## src/design/sap_pkg.sv

```systemverilog
// ----------------------------------------------------------------------------
// sap_pkg
// Shared types, constants and command codes of the stepper ramp profiler.
// ----------------------------------------------------------------------------
package sap_pkg;

  localparam int INTERVAL_BITS    = 16;
  localparam int TICKS_PER_SECOND = 1000;

  localparam int MODE_W    = 2;
  localparam int VAL_W     = 32;
  localparam int SPD_W     = 27;   // signed Q11.16 speed held in state
  localparam int MAX_W     = 26;
  localparam int ACC_W     = 32;
  localparam int CFG_IDX_W = 1;
  localparam int CFG_DAT_W = 32;

  localparam int PROD_W = 65;
  localparam int SQ_W   = 64;
  localparam int DIV_W  = 48;
  localparam int CNT_W  = 6;

  localparam int MUL_ITERS       = 32;
  localparam int SQ_ITERS        = 32;
  localparam int RAMP_DIV_ITERS  = DIV_W;
  localparam int IVAL_DVD_W      = $clog2(TICKS_PER_SECOND + 1) + 16;
  localparam int IVAL_DIV_ITERS  = IVAL_DVD_W;

  typedef logic [INTERVAL_BITS-1:0] ival_t;
  localparam ival_t IVAL_MAX = '1;

  // (TICKS_PER_SECOND << 16) left-aligned in the divider word
  localparam logic [DIV_W-1:0] IVAL_DVD_ALIGNED =
    DIV_W'(TICKS_PER_SECOND) << (16 + DIV_W - IVAL_DVD_W);

  // radicand cap 2^62 applies once |d|*accel exceeds 2^45
  localparam logic [PROD_W-1:0] RAD_THRESH = PROD_W'(1) << 45;
  localparam logic [SQ_W-1:0]   RAD_CAP    = SQ_W'(1) << 62;
  localparam logic [SQ_W-1:0]   SQ_BIT0    = SQ_W'(1) << 62;

  localparam logic [CFG_IDX_W-1:0] CFG_MAX_SPEED = CFG_IDX_W'(0);
  localparam logic [CFG_IDX_W-1:0] CFG_ACCEL     = CFG_IDX_W'(1);

  typedef enum logic [MODE_W-1:0] {
    MODE_TICK     = 2'd0,
    MODE_MOVE_ABS = 2'd1,
    MODE_MOVE_REL = 2'd2,
    MODE_SET_POS  = 2'd3
  } mode_e;

  typedef enum logic [3:0] {
    OP_NOP,
    OP_APPLY,
    OP_SPD_ZERO,
    OP_MUL_LOAD,
    OP_MUL_STEP,
    OP_SQ_LOAD_RAD,
    OP_SQ_LOAD_ACC,
    OP_SQ_STEP,
    OP_DIV_LOAD_RAMP,
    OP_DIV_LOAD_IVAL,
    OP_DIV_STEP,
    OP_SET_N_SQ,
    OP_SET_N_DIV,
    OP_SET_IVAL,
    OP_SET_IVAL_MAX,
    OP_OUT_LOAD
  } dp_op_e;

  typedef struct packed {
    dp_op_e op;
  } dp_cmd_t;

  typedef struct packed {
    logic recompute;  // accepted word needs a speed update
    logic d_zero;     // target equals position
    logic req_gt;     // requested speed above current
    logic req_eq;     // requested speed equals current
    logic spd_zero;   // current speed is zero
  } dp_status_t;

  typedef enum logic [3:0] {
    ST_IDLE,
    ST_MUL_INIT,
    ST_MUL,
    ST_SQ_LOAD,
    ST_SQ1,
    ST_DECIDE,
    ST_SQ2,
    ST_SET_SQ,
    ST_DIV_RAMP,
    ST_SET_DIV,
    ST_IVAL_INIT,
    ST_DIV_IVAL,
    ST_SET_IVAL,
    ST_DONE
  } ctrl_state_e;

endpackage

```

## src/design/stepper_accel_profile_top.sv

```systemverilog
// ----------------------------------------------------------------------------
// stepper_accel_profile_top
// Stepper acceleration ramp profiler: position, target, speed and interval.
// ----------------------------------------------------------------------------
// Usage:
//   Input channel (in_valid_i / in_stall_o, mode_i, value_i): one word is a
//   1 ms tick, a move absolute, a move relative or a set position.
//   Output channel (out_valid_o / out_stall_i): one result word per input
//   word with step pulse, direction, position, distance to go, speed, running.
//   Config channel (cfg_valid_i / cfg_ready_o): index 0 max speed, index 1
//   acceleration; write only while the block is idle. Ready is always high.
// Sequence:
//   Idle ticks and set position: no speed update, the result is loaded directly.
//   A move onto the current position: speed cleared, interval set to the top.
//   Moves and ticks that step run a speed update on shared sequential units:
//   a shift-add multiply, a root, then a root (from zero speed) or a divide
//   for the ramp unless the requested speed equals the current one, then the
//   interval divide unless the speed is zero.
//   One word is in flight at a time; in_stall_o is high while it is worked on.
// Reset: motion state, config and the output valid flag clear at once; the output data registers are not reset.
// Stall: a finished word sits in the output register while the next input
//   word is taken; a second finished word waits until the first is taken.
// ----------------------------------------------------------------------------
module stepper_accel_profile_top (
  input  logic                              clk_i,
  input  logic                              rst_ni,
  input  logic                              in_valid_i,
  output logic                              in_stall_o,
  input  logic [sap_pkg::MODE_W-1:0]        mode_i,
  input  logic signed [sap_pkg::VAL_W-1:0]  value_i,
  output logic                              out_valid_o,
  input  logic                              out_stall_i,
  output logic                              step_pulse_o,
  output logic                              direction_o,
  output logic signed [sap_pkg::VAL_W-1:0]  position_o,
  output logic signed [sap_pkg::VAL_W-1:0]  distance_to_go_o,
  output logic signed [sap_pkg::SPD_W-1:0]  speed_now_o,
  output logic                              running_o,
  input  logic                              cfg_valid_i,
  output logic                              cfg_ready_o,
  input  logic [sap_pkg::CFG_IDX_W-1:0]     cfg_index_i,
  input  logic [sap_pkg::CFG_DAT_W-1:0]     cfg_data_i
);
  import sap_pkg::*;

  dp_cmd_t    cmd;
  dp_status_t status;

  // config writes land straight in the datapath registers
  assign cfg_ready_o = 1'b1;

  sap_ctrl u_ctrl (
    .clk_i       (clk_i),
    .rst_ni      (rst_ni),
    .in_valid_i  (in_valid_i),
    .in_stall_o  (in_stall_o),
    .out_valid_o (out_valid_o),
    .out_stall_i (out_stall_i),
    .status_i    (status),
    .cmd_o       (cmd)
  );

  sap_datapath u_datapath (
    .clk_i            (clk_i),
    .rst_ni           (rst_ni),
    .cmd_i            (cmd),
    .status_o         (status),
    .mode_i           (mode_i),
    .value_i          (value_i),
    .cfg_we_i         (cfg_valid_i && cfg_ready_o),
    .cfg_index_i      (cfg_index_i),
    .cfg_data_i       (cfg_data_i),
    .step_pulse_o     (step_pulse_o),
    .direction_o      (direction_o),
    .position_o       (position_o),
    .distance_to_go_o (distance_to_go_o),
    .speed_now_o      (speed_now_o),
    .running_o        (running_o)
  );

endmodule

```

## src/design/sap_ctrl.sv

```systemverilog
// ----------------------------------------------------------------------------
// sap_ctrl
// Sequencer: walks the datapath through multiply, root and divide passes.
// ----------------------------------------------------------------------------
module sap_ctrl (
  input  logic                clk_i,
  input  logic                rst_ni,
  input  logic                in_valid_i,
  output logic                in_stall_o,
  output logic                out_valid_o,
  input  logic                out_stall_i,
  input  sap_pkg::dp_status_t status_i,
  output sap_pkg::dp_cmd_t    cmd_o
);
  import sap_pkg::*;

  ctrl_state_e       state_q, state_d;
  logic [CNT_W-1:0]  cnt_q, cnt_d;
  logic              out_valid_q, out_valid_d;
  logic              accept;
  logic              out_free;
  logic              cnt_last;

  assign in_stall_o  = (state_q != ST_IDLE);
  assign accept      = in_valid_i && !in_stall_o;
  assign out_free    = !out_valid_q || !out_stall_i;
  assign cnt_last    = (cnt_q == '0);
  assign out_valid_o = out_valid_q;

  // next state
  always_comb begin
    state_d = state_q;
    case (state_q)
      ST_IDLE: begin
        if (accept) state_d = status_i.recompute ? ST_MUL_INIT : ST_DONE;
      end
      ST_MUL_INIT:  state_d = status_i.d_zero ? ST_IVAL_INIT : ST_MUL;
      ST_MUL:       if (cnt_last) state_d = ST_SQ_LOAD;
      ST_SQ_LOAD:   state_d = ST_SQ1;
      ST_SQ1:       if (cnt_last) state_d = ST_DECIDE;
      ST_DECIDE: begin
        if (status_i.req_eq)        state_d = ST_IVAL_INIT;
        else if (status_i.spd_zero) state_d = ST_SQ2;
        else                        state_d = ST_DIV_RAMP;
      end
      ST_SQ2:       if (cnt_last) state_d = ST_SET_SQ;
      ST_SET_SQ:    state_d = ST_IVAL_INIT;
      ST_DIV_RAMP:  if (cnt_last) state_d = ST_SET_DIV;
      ST_SET_DIV:   state_d = ST_IVAL_INIT;
      ST_IVAL_INIT: state_d = status_i.spd_zero ? ST_DONE : ST_DIV_IVAL;
      ST_DIV_IVAL:  if (cnt_last) state_d = ST_SET_IVAL;
      ST_SET_IVAL:  state_d = ST_DONE;
      ST_DONE:      if (out_free) state_d = ST_IDLE;
      default:      state_d = ST_IDLE;
    endcase
  end

  // outputs
  always_comb begin
    cmd_o.op    = OP_NOP;
    cnt_d       = cnt_q;
    out_valid_d = out_valid_q && out_stall_i;
    case (state_q)
      ST_IDLE: begin
        if (accept) cmd_o.op = OP_APPLY;
      end
      ST_MUL_INIT: begin
        if (status_i.d_zero) begin
          cmd_o.op = OP_SPD_ZERO;
        end else begin
          cmd_o.op = OP_MUL_LOAD;
          cnt_d    = CNT_W'(MUL_ITERS - 1);
        end
      end
      ST_MUL, ST_DIV_RAMP, ST_DIV_IVAL, ST_SQ1, ST_SQ2: begin
        cmd_o.op = (state_q == ST_MUL) ? OP_MUL_STEP :
                   (state_q == ST_SQ1 || state_q == ST_SQ2) ? OP_SQ_STEP : OP_DIV_STEP;
        cnt_d    = cnt_q - CNT_W'(1);
      end
      ST_SQ_LOAD: begin
        cmd_o.op = OP_SQ_LOAD_RAD;
        cnt_d    = CNT_W'(SQ_ITERS - 1);
      end
      ST_DECIDE: begin
        if (!status_i.req_eq) begin
          if (status_i.spd_zero) begin
            cmd_o.op = OP_SQ_LOAD_ACC;
            cnt_d    = CNT_W'(SQ_ITERS - 1);
          end else begin
            cmd_o.op = OP_DIV_LOAD_RAMP;
            cnt_d    = CNT_W'(RAMP_DIV_ITERS - 1);
          end
        end
      end
      ST_SET_SQ:  cmd_o.op = OP_SET_N_SQ;
      ST_SET_DIV: cmd_o.op = OP_SET_N_DIV;
      ST_IVAL_INIT: begin
        if (status_i.spd_zero) begin
          cmd_o.op = OP_SET_IVAL_MAX;
        end else begin
          cmd_o.op = OP_DIV_LOAD_IVAL;
          cnt_d    = CNT_W'(IVAL_DIV_ITERS - 1);
        end
      end
      ST_SET_IVAL: cmd_o.op = OP_SET_IVAL;
      ST_DONE: begin
        if (out_free) begin
          cmd_o.op    = OP_OUT_LOAD;
          out_valid_d = 1'b1;
        end
      end
      default: cmd_o.op = OP_NOP;
    endcase
  end

  always_ff @(posedge clk_i or negedge rst_ni) begin
    if (!rst_ni) begin
      state_q     <= ST_IDLE;
      cnt_q       <= '0;
      out_valid_q <= 1'b0;
    end else begin
      state_q     <= state_d;
      cnt_q       <= cnt_d;
      out_valid_q <= out_valid_d;
    end
  end

`ifndef SYNTHESIS
  a_accept_leaves_idle: assert property (@(posedge clk_i) disable iff (!rst_ni)
    accept |=> (state_q != ST_IDLE))
    else $error("accepted word did not start work");

  a_done_publishes: assert property (@(posedge clk_i) disable iff (!rst_ni)
    (state_q == ST_DONE && out_free) |=> (out_valid_q && state_q == ST_IDLE))
    else $error("finished word not published");
`endif

endmodule

```

## src/design/sap_datapath.sv

```systemverilog
// ----------------------------------------------------------------------------
// sap_datapath
// Motion state, config registers, shift-add multiplier, root and divider.
// ----------------------------------------------------------------------------
module sap_datapath (
  input  logic                            clk_i,
  input  logic                            rst_ni,
  input  sap_pkg::dp_cmd_t                cmd_i,
  output sap_pkg::dp_status_t             status_o,
  input  logic [sap_pkg::MODE_W-1:0]      mode_i,
  input  logic signed [sap_pkg::VAL_W-1:0] value_i,
  input  logic                            cfg_we_i,
  input  logic [sap_pkg::CFG_IDX_W-1:0]   cfg_index_i,
  input  logic [sap_pkg::CFG_DAT_W-1:0]   cfg_data_i,
  output logic                            step_pulse_o,
  output logic                            direction_o,
  output logic signed [sap_pkg::VAL_W-1:0] position_o,
  output logic signed [sap_pkg::VAL_W-1:0] distance_to_go_o,
  output logic signed [sap_pkg::SPD_W-1:0] speed_now_o,
  output logic                            running_o
);
  import sap_pkg::*;

  // motion state and config
  logic signed [VAL_W-1:0] pos_q, pos_d, tgt_q, tgt_d;
  logic signed [SPD_W-1:0] spd_q, spd_d;
  ival_t                   ival_q, ival_d, elap_q, elap_d;
  logic [MAX_W-1:0]        max_q, max_d;
  logic [ACC_W-1:0]        acc_q, acc_d;
  logic                    pulse_q, pulse_d, up_q, up_d;

  // arithmetic scratch
  logic [PROD_W-1:0] mcand_q, mcand_d, prod_q, prod_d;
  logic [ACC_W-1:0]  mplier_q, mplier_d;
  logic [SQ_W-1:0]   sx_q, sx_d, sr_q, sr_d, sbit_q, sbit_d;
  logic [DIV_W-1:0]  dq_q, dq_d;
  logic [SPD_W-1:0]  rem_q, rem_d, dvs_q, dvs_d;

  // output word
  logic                    o_pulse_q, o_dir_q, o_run_q;
  logic signed [VAL_W-1:0] o_pos_q, o_dist_q;
  logic signed [SPD_W-1:0] o_spd_q;

  logic signed [VAL_W:0]   dist33;
  logic [VAL_W:0]          mag33;
  logic                    d_zero;
  ival_t                   elap_inc;
  logic                    step_go;
  logic                    spd_pos, spd_neg;
  logic signed [33:0]      rt34, req34, spd34;
  logic [SPD_W-1:0]        sabs;
  logic [SQ_W-1:0]         rad, sq_t;
  logic                    sq_ge;
  logic [SPD_W:0]          rem_sh, rem_sub;
  logic                    div_ge;
  logic signed [49:0]      n_base, n_mag, n_raw, mx50, n_cl;
  logic signed [VAL_W-1:0] dist_sat;

  assign dist33   = VAL_W'(0) + ({tgt_q[VAL_W-1], tgt_q} - {pos_q[VAL_W-1], pos_q});
  assign mag33    = dist33[VAL_W] ? ((VAL_W+1)'(0) - dist33) : dist33;
  assign d_zero   = (tgt_q == pos_q);
  assign elap_inc = (elap_q == IVAL_MAX) ? elap_q : elap_q + ival_t'(1);
  assign spd_neg  = spd_q[SPD_W-1];
  assign spd_pos  = !spd_neg && (spd_q != '0);
  assign step_go  = (mode_e'(mode_i) == MODE_TICK) && !d_zero && (elap_inc > ival_q);

  assign rt34  = {2'b00, sr_q[31:0]};
  assign req34 = dist33[VAL_W] ? (34'sd0 - rt34) : rt34;
  assign spd34 = 34'(spd_q);
  assign sabs  = spd_neg ? (SPD_W'(0) - spd_q) : spd_q;

  assign status_o.recompute = (mode_e'(mode_i) == MODE_MOVE_ABS) ||
                              (mode_e'(mode_i) == MODE_MOVE_REL) || step_go;
  assign status_o.d_zero    = d_zero;
  assign status_o.req_gt    = req34 > spd34;
  assign status_o.req_eq    = req34 == spd34;
  assign status_o.spd_zero  = (spd_q == '0);

  // radicand 2*|d|*accel in Q32.32, capped
  assign rad = (prod_q > RAD_THRESH) ? RAD_CAP : {prod_q[46:0], 17'b0};

  // one root digit
  assign sq_t  = sr_q + sbit_q;
  assign sq_ge = sx_q >= sq_t;

  // one restoring divide step
  assign rem_sh  = {rem_q, dq_q[DIV_W-1]};
  assign div_ge  = rem_sh >= {1'b0, dvs_q};
  assign rem_sub = rem_sh - {1'b0, dvs_q};

  // ramped speed and clamp
  assign n_base = (cmd_i.op == OP_SET_N_SQ) ? 50'sd0 : 50'(spd_q);
  assign n_mag  = (cmd_i.op == OP_SET_N_SQ) ? 50'(sr_q[31:0]) : 50'(dq_q);
  assign n_raw  = up_q ? (n_base + n_mag) : (n_base - n_mag);
  assign mx50   = 50'(max_q);
  always_comb begin
    n_cl = n_raw;
    if (up_q && n_raw > mx50)                  n_cl = mx50;
    if (!up_q && n_raw < (50'sd0 - mx50))      n_cl = 50'sd0 - mx50;
  end

  always_comb begin
    if (dist33[VAL_W] != dist33[VAL_W-1]) begin
      dist_sat = dist33[VAL_W] ? {1'b1, {(VAL_W-1){1'b0}}} : {1'b0, {(VAL_W-1){1'b1}}};
    end else begin
      dist_sat = dist33[VAL_W-1:0];
    end
  end

  // config writes
  always_comb begin
    max_d = max_q;
    acc_d = acc_q;
    if (cfg_we_i) begin
      case (cfg_index_i)
        CFG_MAX_SPEED: max_d = cfg_data_i[MAX_W-1:0];
        CFG_ACCEL:     acc_d = cfg_data_i[ACC_W-1:0];
        default:       max_d = max_q;
      endcase
    end
  end

  always_comb begin
    pos_d    = pos_q;
    tgt_d    = tgt_q;
    spd_d    = spd_q;
    ival_d   = ival_q;
    elap_d   = elap_q;
    pulse_d  = pulse_q;
    up_d     = up_q;
    mcand_d  = mcand_q;
    prod_d   = prod_q;
    mplier_d = mplier_q;
    sx_d     = sx_q;
    sr_d     = sr_q;
    sbit_d   = sbit_q;
    dq_d     = dq_q;
    rem_d    = rem_q;
    dvs_d    = dvs_q;
    case (cmd_i.op)
      OP_APPLY: begin
        pulse_d = 1'b0;
        case (mode_e'(mode_i))
          MODE_TICK: begin
            if (step_go) begin
              if (spd_pos)      pos_d = pos_q + VAL_W'(1);
              else if (spd_neg) pos_d = pos_q - VAL_W'(1);
              pulse_d = 1'b1;
              elap_d  = '0;
            end else begin
              elap_d  = elap_inc;
            end
          end
          MODE_MOVE_ABS: tgt_d = value_i;
          MODE_MOVE_REL: tgt_d = pos_q + value_i;
          MODE_SET_POS:  pos_d = value_i;
          default:       pulse_d = 1'b0;
        endcase
      end
      OP_SPD_ZERO: spd_d = '0;
      OP_MUL_LOAD: begin
        mcand_d  = PROD_W'(mag33);
        mplier_d = acc_q;
        prod_d   = '0;
      end
      OP_MUL_STEP: begin
        if (mplier_q[0]) prod_d = prod_q + mcand_q;
        mcand_d  = {mcand_q[PROD_W-2:0], 1'b0};
        mplier_d = {1'b0, mplier_q[ACC_W-1:1]};
      end
      OP_SQ_LOAD_RAD: begin
        sx_d   = rad;
        sr_d   = '0;
        sbit_d = SQ_BIT0;
      end
      OP_SQ_LOAD_ACC: begin
        up_d   = status_o.req_gt;
        sx_d   = SQ_W'({acc_q, 17'b0});
        sr_d   = '0;
        sbit_d = SQ_BIT0;
      end
      OP_SQ_STEP: begin
        if (sq_ge) begin
          sx_d = sx_q - sq_t;
          sr_d = (sr_q >> 1) + sbit_q;
        end else begin
          sr_d = sr_q >> 1;
        end
        sbit_d = sbit_q >> 2;
      end
      OP_DIV_LOAD_RAMP: begin
        up_d  = status_o.req_gt;
        dq_d  = {acc_q, 16'b0};
        rem_d = '0;
        dvs_d = sabs;
      end
      OP_DIV_LOAD_IVAL: begin
        dq_d  = IVAL_DVD_ALIGNED;
        rem_d = '0;
        dvs_d = sabs;
      end
      OP_DIV_STEP: begin
        rem_d = div_ge ? rem_sub[SPD_W-1:0] : rem_sh[SPD_W-1:0];
        dq_d  = {dq_q[DIV_W-2:0], div_ge};
      end
      OP_SET_N_SQ, OP_SET_N_DIV: spd_d = n_cl[SPD_W-1:0];
      OP_SET_IVAL: begin
        ival_d = (dq_q > DIV_W'(IVAL_MAX)) ? IVAL_MAX : dq_q[INTERVAL_BITS-1:0];
      end
      OP_SET_IVAL_MAX: ival_d = IVAL_MAX;
      default: pulse_d = pulse_q;
    endcase
  end

  always_ff @(posedge clk_i or negedge rst_ni) begin
    if (!rst_ni) begin
      pos_q   <= '0;
      tgt_q   <= '0;
      spd_q   <= '0;
      ival_q  <= '0;
      elap_q  <= '0;
      max_q   <= '0;
      acc_q   <= '0;
      pulse_q <= 1'b0;
      up_q    <= 1'b0;
    end else begin
      pos_q   <= pos_d;
      tgt_q   <= tgt_d;
      spd_q   <= spd_d;
      ival_q  <= ival_d;
      elap_q  <= elap_d;
      max_q   <= max_d;
      acc_q   <= acc_d;
      pulse_q <= pulse_d;
      up_q    <= up_d;
    end
  end

  always_ff @(posedge clk_i) begin
    mcand_q  <= mcand_d;
    prod_q   <= prod_d;
    mplier_q <= mplier_d;
    sx_q     <= sx_d;
    sr_q     <= sr_d;
    sbit_q   <= sbit_d;
    dq_q     <= dq_d;
    rem_q    <= rem_d;
    dvs_q    <= dvs_d;
    if (cmd_i.op == OP_OUT_LOAD) begin
      o_pulse_q <= pulse_q;
      o_dir_q   <= spd_pos;
      o_pos_q   <= pos_q;
      o_dist_q  <= dist_sat;
      o_spd_q   <= spd_q;
      o_run_q   <= !d_zero;
    end
  end

  assign step_pulse_o     = o_pulse_q;
  assign direction_o      = o_dir_q;
  assign position_o       = o_pos_q;
  assign distance_to_go_o = o_dist_q;
  assign speed_now_o      = o_spd_q;
  assign running_o        = o_run_q;

`ifndef SYNTHESIS
  a_speed_in_range: assert property (@(posedge clk_i) disable iff (!rst_ni)
    (spd_q <= $signed(SPD_W'((1 << MAX_W) - 1))) &&
    (spd_q >= $signed(SPD_W'(0) - SPD_W'((1 << MAX_W) - 1))))
    else $error("speed outside clamp range");
`endif

endmodule

```

## config.mk

```make
export PLATFORM = sky130hd
export DESIGN_NAME = stepper_accel_profile_top
export DESIGN_NICKNAME = d
export VERILOG_FILES = /design/src/design/sap_pkg.sv /design/src/design/stepper_accel_profile_top.sv /design/src/design/sap_ctrl.sv /design/src/design/sap_datapath.sv
export SDC_FILE = /design/constraint.sdc
export NUM_CORES = 2
export LEC_CHECK = 0
export BUFFER_PORTS_ARGS = -buffer_cell sky130_fd_sc_hd__buf_4
export CELL_PAD_IN_SITES_DETAIL_PLACEMENT = 0
export CELL_PAD_IN_SITES_GLOBAL_PLACEMENT = 1
export CORE_ASPECT_RATIO = 0.8
export CORE_UTILIZATION = 50
export CTS_CLUSTER_SIZE = 28
export DETAILED_ROUTE_END_ITERATION = 8
export GPL_TIMING_DRIVEN = 0
export PLACE_DENSITY = 0.87
export SYNTH_ARGS = -nofsm -noshare
export SYNTH_HDL_FRONTEND = slang
export SYNTH_SLANG_ARGS = --single-unit
```

## constraint.sdc

```tcl
create_clock -name clk_i -period 11.45 [get_ports clk_i]
set_input_delay 1.7175 -clock clk_i [delete_from_list [all_inputs] [get_ports clk_i]]
set_output_delay 1.7175 -clock clk_i [all_outputs]
set_load 0.05 [all_outputs]
```

# Yosys cells after proc, flatten, opt, wreduce, memory -nomap -nowiden
# Cells that the tools add are included.
classes:
  eq_ne: 49
  add_sub_neg: 17
  reduce_logical: 48
  bitwise_logic: 1
  magnitude_cmp: 8
  muxes: 63
ops:
  columns: ["op", "count"]
  rows:
  - ["case mux 65 bit (2 select lines)", 2]
  - ["case mux 64 bit (2 select lines)", 2]
  - ["two-way mux 64 bit", 3]
  - ["case mux 32 bit (2 select lines)", 3]
  - ["case mux 64 bit (3 select lines)", 1]
  - ["two-way mux 32 bit", 5]
  - ["case mux 48 bit (3 select lines)", 1]
  - ["case mux 27 bit (2 select lines)", 2]
  - ["two-way mux 50 bit", 2]
  - ["two-way mux 27 bit", 3]
  - ["adder 65 bit", 1]
  - ["> comparator 65 x 46 -> 1 bit (second input constant)", 1]
  - ["two-way mux 65 bit", 1]
  - ["adder 63 x 64 -> 64 bit", 1]
  - ["adder 64 bit", 1]
  - ["greater-or-equal comparator 64 bit", 1]
  - ["subtractor 64 bit", 1]
  - ["two-way mux 4 bit", 15]
  - ["== test 4 bit (second input constant)", 14]
  - ["case mux 4 bit (13 select lines)", 1]
  - ["adder 50 bit", 1]
  - ["> comparator 50 x 27 -> 1 bit", 1]
  - ["< comparator 50 x 27 -> 1 bit", 1]
  - ["subtractor 50 bit", 1]
  - ["other kinds (56)", 121]
word_totals:
  output_inout_bits: 97
  wordCells: 214
  input_bits: 72
  ff_bits: 744

# Depth between registers and ports, before layout
logic_depth:
  word_depth: 14
  mapped_depth: 43

# Cells and area by module
# A second synthesis with hierarchy kept.
unflattened:
  cells_unflattened: 6154
  hier_area_um2: 55823.5
by_module_without_submodules:
  columns: ["module", "instances", "area_per_inst_um2", "cells_each"]
  rows:
  - ["sap_datapath", 1, 54728.7, 6011]
  - ["sap_ctrl", 1, 1083.5, 141]
  - ["stepper_accel_profile_top", 1, 11.3, 2]

# Worst setup path after synthesis
# OpenSTA, ideal clock, no wires.
synth_timing:
  kind: "in2reg"
  startpoint: "input out_stall_i"
  endpoint: "register u_datapath.o_dir_q, in the netlist u_datapath.direction_o (enable)"
  t_arrival_ns: 8.679
  path_slack_ns: 2.090
  n_path_buf: 0
  cell_stages: 2
  path_cell_list: "nand2_1 -> nor3b_1"
synth_between:
  elab_chain_len: 5
synth_rtl:
  columns: ["element", "line_no", "rtl"]
  rows:
  - ["start, declared", "stepper_accel_profile_top.sv:32", "input logic out_stall_i,"]
  - ["logical NOT 1 bit", "sap_ctrl.sv:26", "assign out_free = !out_valid_q || !out_stall_i;"]
  - ["logical OR 1 bit", "sap_ctrl.sv:26", null]
  - ["two-way mux 4 bit", "sap_ctrl.sv:107", "if (out_free) begin"]
  - ["case mux 4 bit (10 select lines)", "sap_ctrl.sv:63", "case (state_q)"]
  - ["== test 4 bit", "sap_datapath.sv:249", "if (cmd_i.op == OP_OUT_LOAD) begin"]
  - ["end signal, assigned", "sap_datapath.sv:251", "o_dir_q <= spd_pos;"]
  - ["end, declared", "sap_datapath.sv:40", "logic o_pulse_q, o_dir_q, o_run_q;"]
# Every way passes these cells.
# A chain may end at the register's enable or synchronous reset.

# Worst setup path after layout
layout_timing:
  startpoint: "register u_ctrl.state_q[0]"
  endpoint: "register u_datapath.spd_q[15]"
layout_between:
  elab_chain_len: 14
layout_rtl:
  columns: ["element", "line_no", "rtl"]
  rows:
  - ["start, declared", "sap_ctrl.sv:17", "ctrl_state_e state_q, state_d;"]
  - ["start signal, assigned", "sap_ctrl.sv:122", "state_q <= state_d;"]
  - ["== test 4 x 3 -> 1 bit / nonzero test 4 bit (equally long branches)", "sap_ctrl.sv:63, sap_ctrl.sv:77, sap_ctrl.sv:24", null]
  - ["logical OR 1 bit / logical NOT 1 bit (equally long branches)", "sap_ctrl.sv:77, sap_ctrl.sv:25", null]
  - ["two-way mux 4 bit / logical AND 1 bit (equally long branches)", "sap_ctrl.sv:77, sap_ctrl.sv:25", null]
  - ["two-way mux 4 bit / two-way mux 1 bit (equally long branches)", "sap_ctrl.sv:76, sap_ctrl.sv:65", null]
  - ["case mux 4 bit (10 select lines) (*)", "sap_ctrl.sv:63", null]
  - ["== test 4 bit", "sap_datapath.sv:92, sap_datapath.sv:93, sap_datapath.sv:140", null]
  - ["two-way mux 50 bit / two-way mux 48 bit (equally long branches)", "sap_datapath.sv:92, sap_datapath.sv:93", null]
  - ["subtractor 50 bit / adder 50 bit (equally long branches)", "sap_datapath.sv:94", "assign n_raw = up_q ? (n_base + n_mag) : (n_base - n_mag);"]
  - ["two-way mux 50 bit", "sap_datapath.sv:94", null]
  - ["> comparator 50 x 27 -> 1 bit", "sap_datapath.sv:98", "if (up_q && n_raw > mx50) n_cl = mx50;"]
  - ["logical AND 1 bit", "sap_datapath.sv:98", null]
  - ["two-way mux 27 bit", "sap_datapath.sv:98", null]
  - ["two-way mux 27 bit", "sap_datapath.sv:99", "if (!up_q && n_raw < (50'sd0 - mx50)) n_cl = 50'sd0 - mx50;"]
  - ["case mux 27 bit (2 select lines)", "sap_datapath.sv:140", "case (cmd_i.op)"]
  - ["end signal, assigned", "sap_datapath.sv:229", "spd_q <= spd_d;"]
  - ["end, declared", "sap_datapath.sv:26", "logic signed [SPD_W-1:0] spd_q, spd_d;"]
# Mark *: on every way between the ends. The rest lies on a longest branch, timed or not.

==> reports/metrics.yaml <==
run_status:
  status: "finished, violations left"
  violations: "max-capacitance violations, max-slew violations"
route:
  finalWirelength_um: 182000
  vias: 49500
  vias_per_cell: 6.20
  drtIter0Drc: 5057
  final_antenna_net_count: 0
  firstDrtPassIters: 6
  remaining_drc_errors: 0
  wl_per_cell_um: 22.8
clock_network:
  clockRootBuffer: "clkbuf_16"
  cts.sinks: 712
  tritoncts: "yes"
  worstSkewPairLatency_ps: 690
  clk_pin_slew_ps: 60
  cts_max_path_buffers: 3
  h-tree-depth: 3
  cts.hold.buffers_added: 0
  cts_buffers: 81
pwr:
  ir_drop_v: 0.000192
  swShare: 0.384
  p_total_mw: 10.5
  power.internal_mw: 6.49
  power_leakage_nw: 25.5
  clkPwrFrac: 0.258
  pwr-share-seq: 0.342
  p_switching_mw: 4.05
  combPwrFrac: 0.400
  power.density_nw_per_um2: 170
final_layout:
  final_util: 0.562
  multiInputGateArea_um2: 33300
  area_growth_pct: 11.4
  nets: 7046
  regArea_um2: 20400
  antenna_cells: 0
  num-fill-cells: 9953
  drive_gt1_frac: 0.0707
sta:
  max_slew_margin: -0.0382
  fmax_mhz: 91.3
  fin_worst_skew_ps: 32.7
  final-hold-violation-count: 0
  tightest_slew_ps: 1550
  fin_crit_ps: 10950
  rsz0062_at_grt: "false"
  drv_slew: 9
  holdWs_ps: 458
  fin_tns_setup_ps: 0
  fin_crit_sh: 0.957
  setup_violations: 0
logic_synthesis:
  yosysTopAreaCell: "edfxtp_1"
  synthTopCellsByArea: "edfxtp_1 (28%), ha_1 (11%), dfrtp_1 (8.7%)"
  synth.avg_cell_area_um2: 8.98
  synth-async-reset-ratio: 0.272
  ys_ff_latch: 712
  netlist-cell-type-count: 98
  seq_area_frac_synth: 0.367
  syn_inst: 6197
  ys_warn_count: 0
  yosysMostFrequentCell: "nand2_1"
  post-synth-top-area-fraction: 0.280
  synth_fp_nets: 6772
  synth_edf_count: 518
  yosys-top-cells-count: "nand2_1 (589), nor2_1 (587), edfxtp_1 (518)"
  syn_area_um2: 55600
  synthFlopType: "edfxtp_1"
critical_path:
  cp_num_buf_inv: 10
  startpoint_type: "register"
  crit_type: "register to register"
  r2r_end: "u_datapath.spd_q[15]"
  slowest_delay_ps: 750
  cp_slowest_cell: "a311oi_1"
  rr_worst_depth: 38
  reg2reg_from: "u_ctrl.state_q[0]"
  crit_path_frequent_cell: "buf_2"
  end_kind: "register"
  rrSetupSlack_ps: 500
  crit_fanout: 19
  cp.arrival_ps: 11500
  cp_top_family: "buffers and inverters"
  worstPathRequired_ps: 11990
placement:
  place_congestion: 0.993
  port_buffers: 167
  dp_hpwl_um: 142000
job:
  cap_violations: 1
hold_path:
  whs_endpoint: "u_datapath.step_pulse_o"
  worstHoldPathCells: 0
  worstHoldStart: "u_datapath.pulse_q"
  hp-class: "register to register"
grt:
  gr-total-overflow: 0
  antenna_found_initial: 4
  gr-usage-all-layers: 0.316
  grt_max_degree: 88
  grt_pass1_vias: 46400
  grt_pass1_wl_um: 276000
floorplanning:
  fp.coreArea_um2: 110000
  die_x_um: 375
  initial_core_util: 0.504
  ios: 169
  die_area_um2: 113000
  die_height_um: 300
  rows: 109
==> through the flow <==
stage,instance area [µm²],std cells,setup WS (ps)
after floorplan,55600,6197,2090
after global placement,58700,7807,-2200
after detailed placement,59200,7831,-1460
after CTS,62000,7980,124
after global routing,62000,7981,16.0
final,62000,7981,496
==> what timing repair did <==
action | in CTS | in global routing
endpoints found under the setup margin | 27 | 27
resized for setup | 8 | 9
buffers inserted | 0 | 1
pin swaps | 0 | 1
==> worst register-to-register path, delay by kind of cell (launching register included) <==
family                     cells  cell delay [ps]
xor gates and xnor gates       2              770
DFF                            1              320
adders and majority gates      4             1180
buffers and inverters         10             3110
and+or+nand+nor               10             2320
AOI/OAI and AO/OA             11             2690
muxes                          1              420
==> layout by cell type (no fill, tap or decap), types with 36 or more instances in the layout <==
| cell | instances |
|---|---|
| edfxtp_1 | 518 |
| clkbuf_1 | 221 |
| a21oi_1 | 478 |
| o21ai_0 | 370 |
| xnor2_1 | 315 |
| o31ai_1 | 50 |
| o21ai_1 | 36 |
| and3_1 | 116 |
| nand4_1 | 92 |
| nor4_1 | 45 |
| mux2i_1 | 86 |
| nand2b_1 | 60 |
| nor2_1 | 585 |
| a21o_1 | 194 |
| clkbuf_16 | 84 |
| nand3_1 | 152 |
| o21a_1 | 49 |
| nor2b_1 | 72 |
| o21bai_1 | 55 |
| buf_4 | 169 |
| or3_1 | 46 |
| a211oi_1 | 91 |
| nand2_1 | 588 |
| a31oi_1 | 96 |
| o211ai_1 | 56 |
| nor3_1 | 112 |
| ha_1 | 496 |
| dfrtp_1 | 194 |
| inv_1 | 283 |
| xor2_1 | 208 |
==> per-layer routing <==
layer,vias to the layer above,share of wire,GRT usage,wire length (µm)
met2,1920,0.44,0.487,79800
met5,-,0.00019,0,34
met1,23900,0.45,0.451,82000
li1,23400,-,-,-
met4,4,0.031,0.0961,5650
met3,277,0.078,0.0561,14200
==> power groups by stage <==
stage | logic (mW) | clock network [mW] | registers (mW)
5_1_grt | 4.63 | 2.84 | 3.63
3_3_place_gp | 4.01 | 0 | 3.66
3_5_place_dp | 4.12 | 0 | 3.64
2_1_floorplan | 3.02 | 0 | 3.51
6_report | 4.22 | 2.72 | 3.60
4_1_cts | 4.15 | 2.75 | 3.60
==> kinds of logic (layout without fill, tap and decap cells) <==
family,Yosys count,in the layout,synth area share
mux,123,123,0.0229
xor+xnor,523,523,0.0823
simple gates,1995,1995,0.168
fa+ha+maj,532,532,0.119
other cells,1,1,0.0000674
buf+inv,542,883,0.0375
flops,712,712,0.367
compound gates,1769,1769,0.203
==> worst max-delay path by stage <==
stage,startpoint,endpoint,slack (ps),cells after the start
floorplan,out_stall_i,u_datapath.direction_o,2090,2
global placement,out_stall_i,u_datapath.speed_now_o[24],-2200,3
detailed placement,u_ctrl.state_q[2],u_datapath.spd_q[22],-1460,38
CTS,u_ctrl.state_q[2],u_datapath.spd_q[11],120,39
global route,u_ctrl.state_q[0],u_datapath.spd_q[18],20,41
finish,u_ctrl.state_q[0],u_datapath.spd_q[15],500,38
==> area by class of cell <==
class,count,area share
Multi-Input combinational cell,4943,0.536
Sequential cell,712,0.329
Clock buffer,115,0.0382
Tap cell,1443,0.0291
Timing Repair Buffer,192,0.0279
Inverter,289,0.0175
Buffer,252,0.0162
Clock inverter,35,0.00535
==> state kept, by name (all words and copies together), names as in the netlist, 4 cells and up <==
register,flops
u_datapath.spd_q,27
u_datapath.prod_q,65
u_datapath.elap_q,16
u_datapath.ival_q,16
u_datapath.dvs_q,27
u_datapath.position_o,32
u_datapath.dq_q,48
u_datapath.pos_q,32
u_datapath.acc_q,32
u_datapath.sx_q,64
u_ctrl.state_q,4
u_datapath.tgt_q,32
u_datapath.distance_to_go_o,32
u_datapath.speed_now_o,27
u_datapath.sbit_q,32
u_datapath.mplier_q,32
u_datapath.mcand_q,65
u_datapath.max_q,26
u_datapath.rem_q,27
u_ctrl.cnt_q,6
u_datapath.sr_q,64
Note: power is estimated with default switching activity, not from simulation.
